File: config.mk
export PLATFORM = sky130hd
export DESIGN_NAME = display_control_command_decoder_unit
export DESIGN_NICKNAME = d
export VERILOG_FILES = /design/src/hdl/dccd_pkg.sv /design/src/hdl/dccd_state.sv /design/src/hdl/dccd_format.sv /design/src/hdl/display_control_command_decoder_unit.sv
export SDC_FILE = /design/constraint.sdc
export NUM_CORES = 1
export LEC_CHECK = 0
export ABC_AREA = 1
export BUFFER_PORTS_ARGS = -buffer_cell sky130_fd_sc_hd__buf_2
export CAP_MARGIN = 20
export CORE_UTILIZATION = 50
export DETAILED_ROUTE_END_ITERATION = 12
export GPL_ROUTABILITY_DRIVEN = 0
export PLACE_DENSITY = 0.77
export SYNTH_ARGS = -nofsm -noshare
export SYNTH_HDL_FRONTEND = slang
export SYNTH_HIERARCHICAL = 1
export SYNTH_SLANG_ARGS = --single-unit
File: constraint.sdc
create_clock -name aclk -period 12 [get_ports aclk]
set_clock_uncertainty 0.2 [all_clocks]
set_input_delay 0.6 -clock aclk [delete_from_list [all_inputs] [get_ports aclk]]
set_output_delay 0.6 -clock aclk [all_outputs]
set_load 0.01 [all_outputs]
File: src/hdl/dccd_pkg.sv
// shared types, command codes and constants for the display control command decoder
`timescale 1ns / 1ps

package dccd_pkg;

    typedef enum logic [7:0] {
        CMD_RESET     = 8'd0,
        CMD_FLUSH     = 8'd1,
        CMD_IRQ_ACK   = 8'd2,
        CMD_ENABLE    = 8'd3,
        CMD_DMA       = 8'd4,
        CMD_VRAM      = 8'd5,
        CMD_HRANGE    = 8'd6,
        CMD_VRANGE    = 8'd7,
        CMD_MODE      = 8'd8
    } cmd_t;

    typedef enum logic [1:0] {
        FX_NONE    = 2'd0,
        FX_FLUSH   = 2'd1,
        FX_IRQ_ACK = 2'd2,
        FX_RESET   = 2'd3
    } effect_t;

    typedef struct packed {
        logic [7:0]  kind;
        logic [23:0] parameter_req;
    } in_word_t;

    typedef struct packed {
        logic        display_off;
        logic [1:0]  dma_direction;
        logic [9:0]  vram_x;
        logic [8:0]  vram_y;
        logic [11:0] horiz_first;
        logic [11:0] horiz_last;
        logic [9:0]  line_first;
        logic [9:0]  line_last;
        logic [5:0]  mode_bits;
        logic [9:0]  frame_width;
        logic [8:0]  frame_height;
        logic [1:0]  side_effect;
    } out_word_t;

    typedef struct packed {
        logic        display_off;
        logic [1:0]  dma_mode;
        logic [9:0]  start_column;
        logic [8:0]  start_row;
        logic [11:0] horiz_begin;
        logic [11:0] horiz_finish;
        logic [9:0]  line_begin;
        logic [9:0]  line_finish;
        logic [1:0]  hres_low;
        logic        hres_high;
        logic        tall_mode;
        logic        pal_mode;
        logic        deep_colour;
        logic        interlace_on;
    } disp_state_t;

    localparam disp_state_t DISP_RESET = '{
        display_off:  1'b0,
        dma_mode:     2'd0,
        start_column: 10'd0,
        start_row:    9'd0,
        horiz_begin:  12'h200,
        horiz_finish: 12'hC00,
        line_begin:   10'h010,
        line_finish:  10'h100,
        hres_low:     2'd0,
        hres_high:    1'b0,
        tall_mode:    1'b0,
        pal_mode:     1'b0,
        deep_colour:  1'b0,
        interlace_on: 1'b0
    };

    localparam logic [8:0] HEIGHT_TALL  = 9'd480;
    localparam logic [8:0] HEIGHT_SHORT = 9'd240;

    // frame width from the three resolution bits
    function automatic logic [9:0] width_of(input logic [2:0] idx);
        logic [9:0] w;
        case (idx)
            3'd0:    w = 10'd256;
            3'd1:    w = 10'd320;
            3'd2:    w = 10'd512;
            3'd3:    w = 10'd640;
            3'd4:    w = 10'd368;
            default: w = 10'd256;
        endcase
        return w;
    endfunction

endpackage

File: src/hdl/dccd_state.sv
// display state registers and command decode
`timescale 1ns / 1ps

module dccd_state
    import dccd_pkg::*;
(
    input  logic        aclk,
    input  logic        aresetn,
    input  logic        apply,
    input  in_word_t    cmd_word,
    output disp_state_t state_next,
    output effect_t     effect
);

    disp_state_t state_reg;
    logic [23:0] p;

    assign p = cmd_word.parameter_req;

    always_comb begin
        state_next = state_reg;
        effect     = FX_NONE;
        case (cmd_word.kind)
            CMD_RESET: begin
                state_next = DISP_RESET;
                effect     = FX_RESET;
            end
            CMD_FLUSH: begin
                effect = FX_FLUSH;
            end
            CMD_IRQ_ACK: begin
                effect = FX_IRQ_ACK;
            end
            CMD_ENABLE: begin
                state_next.display_off = p[0];
            end
            CMD_DMA: begin
                state_next.dma_mode = p[1:0];
            end
            CMD_VRAM: begin
                state_next.start_column = {p[9:1], 1'b0};
                state_next.start_row    = p[18:10];
            end
            CMD_HRANGE: begin
                state_next.horiz_begin  = p[11:0];
                state_next.horiz_finish = p[23:12];
            end
            CMD_VRANGE: begin
                state_next.line_begin  = p[9:0];
                state_next.line_finish = p[19:10];
            end
            CMD_MODE: begin
                state_next.hres_low     = p[1:0];
                state_next.tall_mode    = p[2];
                state_next.pal_mode     = p[3];
                state_next.deep_colour  = p[4];
                state_next.interlace_on = p[5];
                state_next.hres_high    = p[6];
            end
            default: begin
                // unknown command, nothing changes
            end
        endcase
    end

    always_ff @(posedge aclk) begin
        if (!aresetn) begin
            state_reg <= DISP_RESET;
        end else if (apply) begin
            state_reg <= state_next;
        end
    end

endmodule

File: src/hdl/dccd_format.sv
// builds the result word from the updated display state
`timescale 1ns / 1ps

module dccd_format
    import dccd_pkg::*;
(
    input  disp_state_t st,
    input  effect_t     effect,
    output out_word_t   res
);

    always_comb begin
        res.display_off   = st.display_off;
        res.dma_direction = st.dma_mode;
        res.vram_x        = st.start_column;
        res.vram_y        = st.start_row;
        res.horiz_first   = st.horiz_begin;
        res.horiz_last    = st.horiz_finish;
        res.line_first    = st.line_begin;
        res.line_last     = st.line_finish;
        res.mode_bits     = {st.deep_colour, st.pal_mode, st.tall_mode,
                             st.hres_high, st.hres_low};
        res.frame_width   = width_of({st.hres_high, st.hres_low});
        res.frame_height  = (st.interlace_on || st.tall_mode) ? HEIGHT_TALL : HEIGHT_SHORT;
        res.side_effect   = effect;
    end

endmodule

File: src/hdl/display_control_command_decoder_unit.sv
// top level of the display control command decoder
`timescale 1ns / 1ps

// display control command decoder
// s_ channel: one command word per handshake (command number plus 24-bit
//   parameter); accepted when s_valid and s_ready are both high
// m_ channel: one result word per command, carrying the display state after the
//   command (interlace bit apart), the derived frame width and height, and a
//   side-effect code (flush, irq ack, full reset pulse)
// a command goes from the input register through decode and format logic into
//   the result register, which drives m_valid
// throughput: one word per cycle unless the receiver stalls; one register write
//   per command updates the state, so back-to-back commands see each other's effects
// when the receiver stalls, the result register holds its word and the input
//   register holds the next one; s_ready drops only when both are full
// reset (aresetn low, synchronous) empties both stages and loads the display
//   registers with their power-on values; a reset command does the same to
//   the display registers and reports side-effect code 3

module display_control_command_decoder_unit
    import dccd_pkg::*;
(
    input  logic      aclk,
    input  logic      aresetn,
    input  logic      s_valid,
    output logic      s_ready,
    input  in_word_t  s_data,
    output logic      m_valid,
    input  logic      m_ready,
    output out_word_t m_data
);

    // input stage
    logic        in_valid_reg;
    logic        in_valid_next;
    in_word_t    in_word_reg;

    // result stage
    logic        out_valid_reg;
    logic        out_valid_next;
    out_word_t   out_word_reg;

    logic        advance;
    disp_state_t state_next;
    effect_t     effect;
    out_word_t   res;

    // move the held command into the result register when there is room
    assign advance = in_valid_reg && (!out_valid_reg || m_ready);
    assign s_ready = !in_valid_reg || advance;

    dccd_state u_state (
        .aclk       (aclk),
        .aresetn    (aresetn),
        .apply      (advance),
        .cmd_word   (in_word_reg),
        .state_next (state_next),
        .effect     (effect)
    );

    dccd_format u_format (
        .st     (state_next),
        .effect (effect),
        .res    (res)
    );

    always_comb begin
        in_valid_next = in_valid_reg;
        if (s_valid && s_ready) begin
            in_valid_next = 1'b1;
        end else if (advance) begin
            in_valid_next = 1'b0;
        end

        out_valid_next = out_valid_reg;
        if (advance) begin
            out_valid_next = 1'b1;
        end else if (m_ready) begin
            out_valid_next = 1'b0;
        end
    end

    always_ff @(posedge aclk) begin
        if (!aresetn) begin
            in_valid_reg  <= 1'b0;
            out_valid_reg <= 1'b0;
        end else begin
            in_valid_reg  <= in_valid_next;
            out_valid_reg <= out_valid_next;
        end
    end

    // payload registers, no reset needed
    always_ff @(posedge aclk) begin
        if (s_valid && s_ready) begin
            in_word_reg <= s_data;
        end
        if (advance) begin
            out_word_reg <= res;
        end
    end

    assign m_valid = out_valid_reg;
    assign m_data  = out_word_reg;

endmodule

# After elaboration in Yosys (flattened, before gate mapping)
# Index checks and enable logic that the tools add are counted.
[totals] ff_bits=200 latchBits=0 ramBits=0 rom_bits=0 in_bits=36 output_inout_bits=95 elab_cells=65 mem_count=0
[classes] addsub=0 mul=0 div_mod_pow=0 order_cmp=0 eq_ne=12 shifts=0 muxes=13 n_bitwise=0 reduce_logical=10
[op_table] op="24-bit one-hot mux with 2 select lines" count=1
[op_table] op="10-bit one-hot mux with 4 select lines" count=1
[op_table] op="20-bit one-hot mux with 2 select lines" count=1
[op_table] op="19-bit one-hot mux with 2 select lines" count=1
[op_table] op="8-bit by 3-bit equality test with 1-bit output (second input constant)" count=4
[op_table] op="8-bit by 2-bit equality test with 1-bit output (second input constant)" count=2
[op_table] op="7-bit one-hot mux with 2 select lines" count=1
[op_table] op="9-bit two-way mux" count=1
[op_table] op="8-bit by 1-bit equality test with 1-bit output (second input constant)" count=1
[op_table] op="8-bit by 4-bit equality test with 1-bit output (second input constant)" count=1
[op_table] op="8-bit zero test" count=1
[op_table] op="3-bit by 2-bit equality test with 1-bit output (second input constant)" count=2
[op_table] op="2-bit one-hot mux with 3 select lines" count=1
[op_table] op="1-bit two-way mux" count=4
[op_table] op="2-bit one-hot mux with 2 select lines" count=1
[op_table] op="2-bit nonzero test" count=2
[op_table] op="3-bit by 1-bit equality test with 1-bit output (second input constant)" count=1
[op_table] op="3-bit equality test (second input constant)" count=1
[op_table] op="1-bit logical OR" count=3
[op_table] op="1-bit logical AND" count=2
[op_table] op="1-bit zero test" count=2
[op_table] op="1-bit one-hot mux with 2 select lines" count=1

# Logic depth before layout (Yosys ltp)
# Gate-level depths: netlist (run 1).
[logic_depth] word_depth=6 ltp_mapped=11

# Cells and area by module
# The synthesis (run 1) kept the hierarchy.
[by_module_without_submodules] mod="dccd_state" instances=1 cells_each=690 area_per_inst_um2=4334.2 seq_area_each_um2=1461.4
[by_module_without_submodules] mod="display_control_command_decoder_unit" instances=1 cells_each=138 area_per_inst_um2=3848.7 seq_area_each_um2=3793.6
[by_module_without_submodules] mod="dccd_format" instances=1 cells_each=101 area_per_inst_um2=704.4 seq_area_each_um2=0.0

# Worst setup path after synthesis (run 1)
# OpenSTA, ideal clock, no wires.
[synth_path] kind="input to register" startpoint="input port m_ready" endpoint="register u_state/state_reg[10] in the netlist's numbering" setup_time_ps=109 t_arrival_ps=6580 setup_slack_ps=5111 cell_stages=8 cell_sequence="inv_1 > a21oi_1 > buf_2 > buf_2 > buf_1 > nand3_1 > nand2_1 > inv_1"
[synth_via] elab_chain_cells=2
[synth_lines] item="start: declaration" line="display_control_command_decoder_unit.sv:29" text="input logic m_ready,"
[synth_lines] item="1-bit logical OR" line="display_control_command_decoder_unit.sv:49" text="assign advance = in_valid_reg && (!out_valid_reg || m_ready);"
[synth_lines] item="1-bit logical AND" line="display_control_command_decoder_unit.sv:49"
[synth_lines] item="net advance" line="display_control_command_decoder_unit.sv:43" text="logic advance;"
[synth_lines] item="end signal: assignment" line="dccd_state.sv:70" text="state_reg <= state_next;"
[synth_lines] item="end: declaration" line="dccd_state.sv:15" text="disp_state_t state_reg;"
# The timed path passes the listed nets, and every way through them passes these cells.
# A chain may end at the register's enable or synchronous reset.

# Final worst setup path (run 1)
[layout_path] startpoint="register in_word_reg[28] in the netlist's numbering" endpoint="register u_state/state_reg[57] in the netlist's numbering"
[layout_via] elab_chain_cells=2 elab_cells_between_ends=3 classes_between="eq/ne (1); mux (1); reduce/logical (1)"
[layout_lines] item="start: declaration" line="display_control_command_decoder_unit.sv:36" text="in_word_t in_word_reg;"
[layout_lines] item="start signal: assignment" line="display_control_command_decoder_unit.sv:96" text="in_word_reg <= s_data;"
[layout_lines] item="8-bit by 3-bit equality test with 1-bit output / 8-bit zero test (equally long branches)" line="dccd_state.sv:23" text="case (cmd_word.kind)"
[layout_lines] item="19-bit one-hot mux with 2 select lines *" line="dccd_state.sv:23"
# Mark *: on every way between the ends. The rest lies on a longest branch, timed or not.

==> results of run 1 <==
==> per-layer routing <==
layer  GRT usage  vias up  part of all wire  wire length, um
met5           0        -                 0                0
met4     0.07241        0             0.015              268
met3     0.04564       19             0.076             1385
met2      0.3091      251              0.47             8522
met1      0.2843     2928              0.44             8018
li1            -     3025                 -                -
==> cell usage in the layout, fill, tap and decap left out, drive strengths merged, types with 7 or more instances in the layout <==
cell / Yosys / routed
nor2: 113 / 113
clkinv: 1 / 7
a21oi: 26 / 26
edfxtp: 125 / 125
clkbuf: 12 / 20
buf: 122 / 136
inv: 70 / 71
conb: 2 / 11
nand3: 184 / 184
dfxtp: 75 / 75
nand2: 182 / 182
==> through the flow <==
| stage | hold WS (ns) | power (mW) | instances | setup slack, ns | instance area (um2) |
|---|---|---|---|---|---|
| 2_1_floorplan | 0.2170 | 0.8977 | 938 | 5.111 | 8921 |
| 3_3_place_gp | 0.2303 | 0.9150 | 1164 | 9.148 | 9022 |
| 3_5_place_dp | 0.2313 | 0.9184 | 1164 | 9.152 | 9022 |
| 4_1_cts | 0.1226 | 1.467 | 1196 | 9.112 | 9588 |
| 5_1_grt | 0.1161 | 1.514 | 1197 | 8.945 | 9615 |
| 6_report | 0.1351 | 1.458 | 1197 | 9.158 | 9615 |
==> cells by family (layout without fill, tap and decap cells) <==
| family | Yosys count | after routing |
|---|---|---|
| AO/OA/AOI/OAI | 36 | 36 |
| buffers and inverters | 205 | 239 |
| flip-flops | 200 | 200 |
| other | 2 | 11 |
| AND/OR/NAND/NOR | 486 | 486 |
==> cells in the mapped netlist (all sizes together) <==
cell type / count / area, um2
nand3: 184 / 985.9
nand2: 182 / 725.7
edfxtp: 125 / 3754
buf: 122 / 847.1
nor2: 113 / 455.4
dfxtp: 75 / 1501
inv: 70 / 262.8
a21oi: 26 / 171.4
clkbuf: 12 / 45.04
nand3b: 5 / 37.54
o211ai: 5 / 37.54
o21a: 5 / 37.54
conb: 2 / 7.510
nor3: 2 / 10.01
clkinv: 1 / 8.760
==> power groups by stage <==
stage                     clock network [mW]  registers, mW  logic [mW]
final                                  0.554          0.792       0.112
after global placement                     0          0.807       0.108
after CTS                              0.562          0.792       0.113
after detailed placement                   0          0.807       0.112
after floorplan                            0          0.810      0.0875
after global routing                   0.592          0.795       0.127
==> area by class of cell <==
class                           instances  area share
Multi-Input combinational cell        533      0.2614
Clock inverter                         12     0.01340
Inverter                               71     0.02824
Sequential cell                       200      0.5465
Timing Repair Buffer                  136     0.07573
Tap cell                              225     0.02928
Clock buffer                           20     0.04541
==> critical path, cell delays in order (launching register included) <==
cell and delay [ns]:
sky130_fd_sc_hd__edfxtp_1 0.38, sky130_fd_sc_hd__inv_2 0.06, sky130_fd_sc_hd__nand2_2 0.06, sky130_fd_sc_hd__nor2_4 0.09, sky130_fd_sc_hd__buf_4 0.49, sky130_fd_sc_hd__nand2_1 0.65
sky130_fd_sc_hd__clkinv_4 0.47, sky130_fd_sc_hd__nand3_1 0.12, sky130_fd_sc_hd__a21oi_1 0.21
==> worst min-delay path by stage <==
stage                                from               endpoint  slack, ns  cells past startpoint
floorplan           u_state/state_reg[60]  u_state/state_reg[60]       0.22                      2
global placement    u_state/state_reg[60]  u_state/state_reg[60]       0.23                      2
detailed placement  u_state/state_reg[60]  u_state/state_reg[60]       0.23                      2
CTS                             s_data[7]         in_word_reg[7]       0.12                      1
global route                    s_data[3]         in_word_reg[3]       0.12                      1
finish                          s_data[7]         in_word_reg[7]       0.14                      1
==> results.txt, run 1 <==
----------------------------------------------------
[Clock network]
  CTS-repair resized insts ... 0
  Clock Path Buffers ... 2
  Post-CTS Setup Bufs ... 0
  Number of sinks handled by clock tree synthesis ... 200
  Register clock-pin slew on the reported worst setup and hold paths ... ~0.070 ns
  # H-tree levels ... 4
  Master cell of the clock root buffer ... sky130_fd_sc_hd__clkbuf_16
  Clock buffers created by TritonCTS ... 17
  Number of buffers inserted by hold repair at cts ... 0
  Later-pin clock latency in the skew report ... 0.43 ns
  TritonCTS clock tree ... built

[Power]
  Combinational fraction of design power ... 0.077
  Power density normalized to cell area ... approximately 150 nW/um2
  Net Sw Power ... roughly 340 uW
  Total internal power ... 1.117 mW
  Switching share of total power ... 0.2342
  Maximum vdd drop ... 0.1098 mV
  Relative contribution of the clock network to total power ... 0.380
  Share of power burned in registers ... 0.543
  Total leakage power ... 4.282 nW

[Layout]
  Utilization after layout ... 0.5540
  Area taken by multi-input logic gates ... approximately 2500 um2
  Area growth from synthesis to layout ... 8.194%
  Diodes inserted ... 0
  Final net count ... 995
  Share of layout cells above drive strength 1 ... 0.2191
  Number of flip-flops under the largest register name ... between 90 and 100
  Number of fill cells in the layout ... about 1.5k
  Seq. cell area ... 5255 um2

[Die]
  Ports placed on the boundary ... around 130
  Core area ... ~17000 um2
  Overall die width ... around 140 um
  Initial standard-cell utilization of the core ... 0.5120
  Die area ... 18310 um2
  Die span in y ... roughly 140 um
  Count of standard-cell rows ... 48

[Setup path]
  Terminus of the critical flop-to-flop path ... u_state/state_reg[57]
  Startpoint type of the worst setup path ... flop
  Endpoint of the worst setup timing path ... u_state/state_reg[57]
  Register-to-Register Setup Slack ... between 9 and 10 ns
  R2r worst-path depth ... 8
  Crit end category ... flop
  WP data required ... roughly 12 ns
  Crit. Startpoint ... in_word_reg[28]
  Max FO, Critical Path ... 57
  Data arrival time at the worst-slack endpoint ... just under 3 ns
  Crit Reg-Reg Startpoint ... in_word_reg[28]
  Critical path type ... flop to flop

[STA]
  Final Hold Fails ... 0
  Max-slew violation count ... 0
  Setup total negative slack ... 0 ns
  Final critical-path required period ... about 2.8 ns
  Slew at the pin closest to its max-slew limit ... about 1.1 ns
  Worst slew slack as a fraction of its limit ... 0.2687
  Highest clock rate ... ~350 MHz
  Final clock period utilization by the worst path ... 0.2368
  Final Setup Violations ... 0
  Setup repair after global routing missed its margin ... false

[Logic synthesis]
  Syn. warnings ... 6
  Post-synthesis cell type count ... 27
  Summed instance area of the synthesized netlist ... 8887 um2
  Synthesized area per cell ... 9.566 um2
  Simple-gate area share of the yosys netlist ... 0.2492
  Mux share of post-synthesis cell area ... 0
  Dominant combinational cell family by area after synthesis ... simple AND/OR/NAND/NOR gates
  Share of synthesized area occupied by flip-flops and latches ... 0.5913
  Instance count of the mapped netlist ... between 900 and 1k
  Number of register bits inferred by synthesis ... 200
  Fraction of the mapped netlist area in compound gates ... 0.02773
  Synth Area in Adders ... 0
  Post-Synth XOR/XNOR Area ... 0

[Placed design]
  Number of buffers inserted by port buffering ... 130
  Estimated wirelength of the detail-placed design ... 10850 um

[Route]
  Count of unresolved DRC violations after routing ... 0
  Drt wl/cell ... 15.20 um
  Starting DRC count in detailed routing ... between 500 and 600
  Total Routed Length ... between 15000 and 20000 um
  Drt via density ... slightly above 5
  Overall via count from detail_route ... just over 6k
  Length of the first detailed-routing pass in iterations ... 6
  Final antenna-violating net count ... 0

[Outcome]
  Run status ... complete, no violations

[Flow run]
  Reported max-cap violation count ... 0

[Global routing]
  Vias in the first global route ... 5326
  Maximum number of pins on one net before global-route repair ... between 200 and 250
  Global-route total usage across every layer ... 0.2030
  First-pass GRT wire length ... around 28000 um
  Remaining global-route overflow ... 0
  Initial antenna violation count ... 0

[Min path]
  Worst min path class ... input pin to flop

----------------------------------------------------
Note: power is estimated with default switching activity, not from simulation.
==> run 2, diff against run 1 <==
clock period = 2.9 ns   (was 12 ns; I/O delays follow)
==> run 2 against run 1 <==
Compared with the run above:
- via count up 1.2%
- worst setup slack worse by 8.5 ns
- cell count up 3.6%
- largest power group unchanged
==> results.txt, run 2 (synthesis gave the netlist of run 1 again) <==
----------------------------------------------------
[Outcome]
  Run status ... complete, no violations

[Global routing]
  Global-route total usage across every layer ... 0.2073
  Maximum number of pins on one net before global-route repair ... roughly 120
  Initial antenna violation count ... 0
  Remaining global-route overflow ... 0
  Vias in the first global route ... 5614
  First-pass GRT wire length ... between 20000 and 30000 um

[Clock network]
  Later-pin clock latency in the skew report ... roughly 0.43 ns
  Number of sinks handled by clock tree synthesis ... 200
  TritonCTS clock tree ... built
  # H-tree levels ... 4
  Master cell of the clock root buffer ... sky130_fd_sc_hd__clkbuf_16
  CTS-repair resized insts ... 0
  Register clock-pin slew on the reported worst setup and hold paths ... ~0.070 ns
  Clock buffers created by TritonCTS ... 17
  Clock Path Buffers ... 2

[Placed design]
  Placed insts ... approximately 1.2k
  Post-place setup slack ... ~0.70 ns
  Number of buffers inserted by port buffering ... 130
  Estimated wirelength of the detail-placed design ... between 10000 and 15000 um

[Die]
  Count of standard-cell rows ... 48
  Die span in y ... 135.3 um
  Ports placed on the boundary ... ~130
  Core area ... around 17000 um2
  Initial standard-cell utilization of the core ... 0.5120
  Overall die width ... roughly 140 um
  Die area ... roughly 18000 um2

[Route]
  Drt wl/cell ... 15.14 um
  Count of unresolved DRC violations after routing ... 0
  Final antenna-violating net count ... 0
  Starting DRC count in detailed routing ... between 500 and 600
  Length of the first detailed-routing pass in iterations ... 5
  Overall via count from detail_route ... 6296
  Total Routed Length ... 18770 um
  Drt via density ... 5.077

[Power]
  Maximum vdd drop ... 0.4320 mV
  Combinational fraction of design power ... 0.085
  Relative contribution of the clock network to total power ... 0.375
  Share of power burned in registers ... 0.540
  PnR Total Power ... approximately 6 mW
  Switching share of total power ... 0.2418
  Net Sw Power ... 1.463 mW
  Total leakage power ... 4.465 nW
  Total internal power ... around 4.6 mW
  Power density normalized to cell area ... around 600 nW/um2

[STA]
  Worst slew slack as a fraction of its limit ... 0.5932
  Final Setup Violations ... 0
  Final clock period utilization by the worst path ... 0.7748
  Highest clock rate ... between 400 and 500 MHz
  Max-slew violation count ... 0
  Final critical-path required period ... between 2 and 2.5 ns
  Setup repair after global routing missed its margin ... false
  Slack of the critical path ... between 0.6 and 0.7 ns
  Slew at the pin closest to its max-slew limit ... around 0.6 ns
  Final Hold Fails ... 0

[Setup path]
  Delay of the slowest cell on the worst path ... around 0.46 ns
  Data arrival time at the worst-slack endpoint ... approximately 2.2 ns
  Slowest cell on the critical path ... sky130_fd_sc_hd__nand2_4
  Critical path type ... flop to flop
  Max FO, Critical Path ... between 50 and 60
  Startpoint type of the worst setup path ... flop
  Crit end category ... flop
  CP Cell Sequence ... inv_2 > nand2_2 > nor2_2 > nand2_4 > buf_4 > nand3b_1 > o21a_1
  WP data required ... approximately 2.9 ns

[Layout]
  Most frequent cells in the layout ... sky130_fd_sc_hd__nand2_1, sky130_fd_sc_hd__nand3_1, sky130_fd_sc_hd__buf_2, sky130_fd_sc_hd__edfxtp_1, sky130_fd_sc_hd__nor2_1
  Share of layout cells above drive strength 1 ... 0.2197
  Number of flip-flops under the largest register name ... 93
  Leading cell type in the layout, fill and taps excluded ... sky130_fd_sc_hd__nand2_1
  Diodes inserted ... 0
  Final net count ... slightly above 1k
  Post-Layout Cell Count ... around 1.2k
  Number of fill cells in the layout ... 1503
  Area growth from synthesis to layout ... 12.94%
  Utilization after layout ... 0.5783

[Min path]
  Worst min path class ... input pin to flop

[Flow run]
  Reported max-cap violation count ... 0

----------------------------------------------------
## run 2: changes by cell type in the layout (fill, tap and decap cells not counted), sizes merged
cell and change:
clkinv -1, clkbuf -3, dlygate4sd3 +36, bufinv -1
clkinvlp +1, buf +7, inv +4
## run 2: critical path: cells and delay by family, from the launching register on
| family | cells | cell delay (ns) |
|---|---|---|
| AND/OR/NAND/NOR | 4 | 0.78 |
| buffers and inverters | 2 | 0.45 |
| flip-flops | 1 | 0.42 |
| AO/OA/AOI/OAI | 1 | 0.14 |
## run 2: power by group through the flow
| stage | registers, mW | logic, mW | clock network (mW) |
|---|---|---|---|
| 2_1_floorplan | 3.34 | 0.373 | 0 |
| 3_3_place_gp | 3.33 | 0.459 | 0 |
| 3_5_place_dp | 3.33 | 0.474 | 0 |
| 4_1_cts | 3.27 | 0.514 | 2.32 |
| 5_1_grt | 3.28 | 0.571 | 2.43 |
| 6_report | 3.27 | 0.513 | 2.27 |
## run 2: repair_timing
action | 4_1_cts | 5_1_grt
buffers inserted | 0 | 0
endpoints found under the hold margin | 34 | 0
hold buffers | 36 | 0
## run 2: final timing paths
kind                              start                     to  slack [ns]  cells past startpoint
setup / recovery        in_word_reg[24]             m_data[58]        0.65                      7
setup reg to reg        in_word_reg[24]             m_data[58]        0.65                      7
hold reg to reg   u_state/state_reg[60]  u_state/state_reg[60]        0.25                      2
hold / removal                s_data[6]         in_word_reg[6]        0.22                      2
## run 2: metal layers
metal | global-route usage | up-vias | part of all wire
li1 | - | 3107 | -
met1 | 0.2791 | 2934 | 0.45
met2 | 0.3365 | 234 | 0.48
met3 | 0.03629 | 21 | 0.061
met4 | 0.07428 | 0 | 0.016
met5 | 0 | - | 0
## run 2: area by class of cell
type | instances | area [um2] | area share
flip-flops and latches | 200 | 5256 | 0.5237
inverters | 71 | 271.5 | 0.02705
clock inverters | 15 | 140.1 | 0.01396
clock buffers | 17 | 425.4 | 0.04238
well taps | 225 | 281.5 | 0.02805
multi-input cells | 533 | 2516 | 0.2507
repair buffers | 179 | 1146 | 0.1142
## run 2: metrics by stage
stage | hold WS (ns) | area, um2 | setup TNS (ns)
5_1_grt | 0.2156 | 10040 | 0
2_1_floorplan | 0.04387 | 8985 | -14.31
3_3_place_gp | 0.1231 | 9111 | 0
6_report | 0.2171 | 10040 | 0
4_1_cts | 0.2020 | 10040 | 0
3_5_place_dp | 0.1231 | 9111 | 0
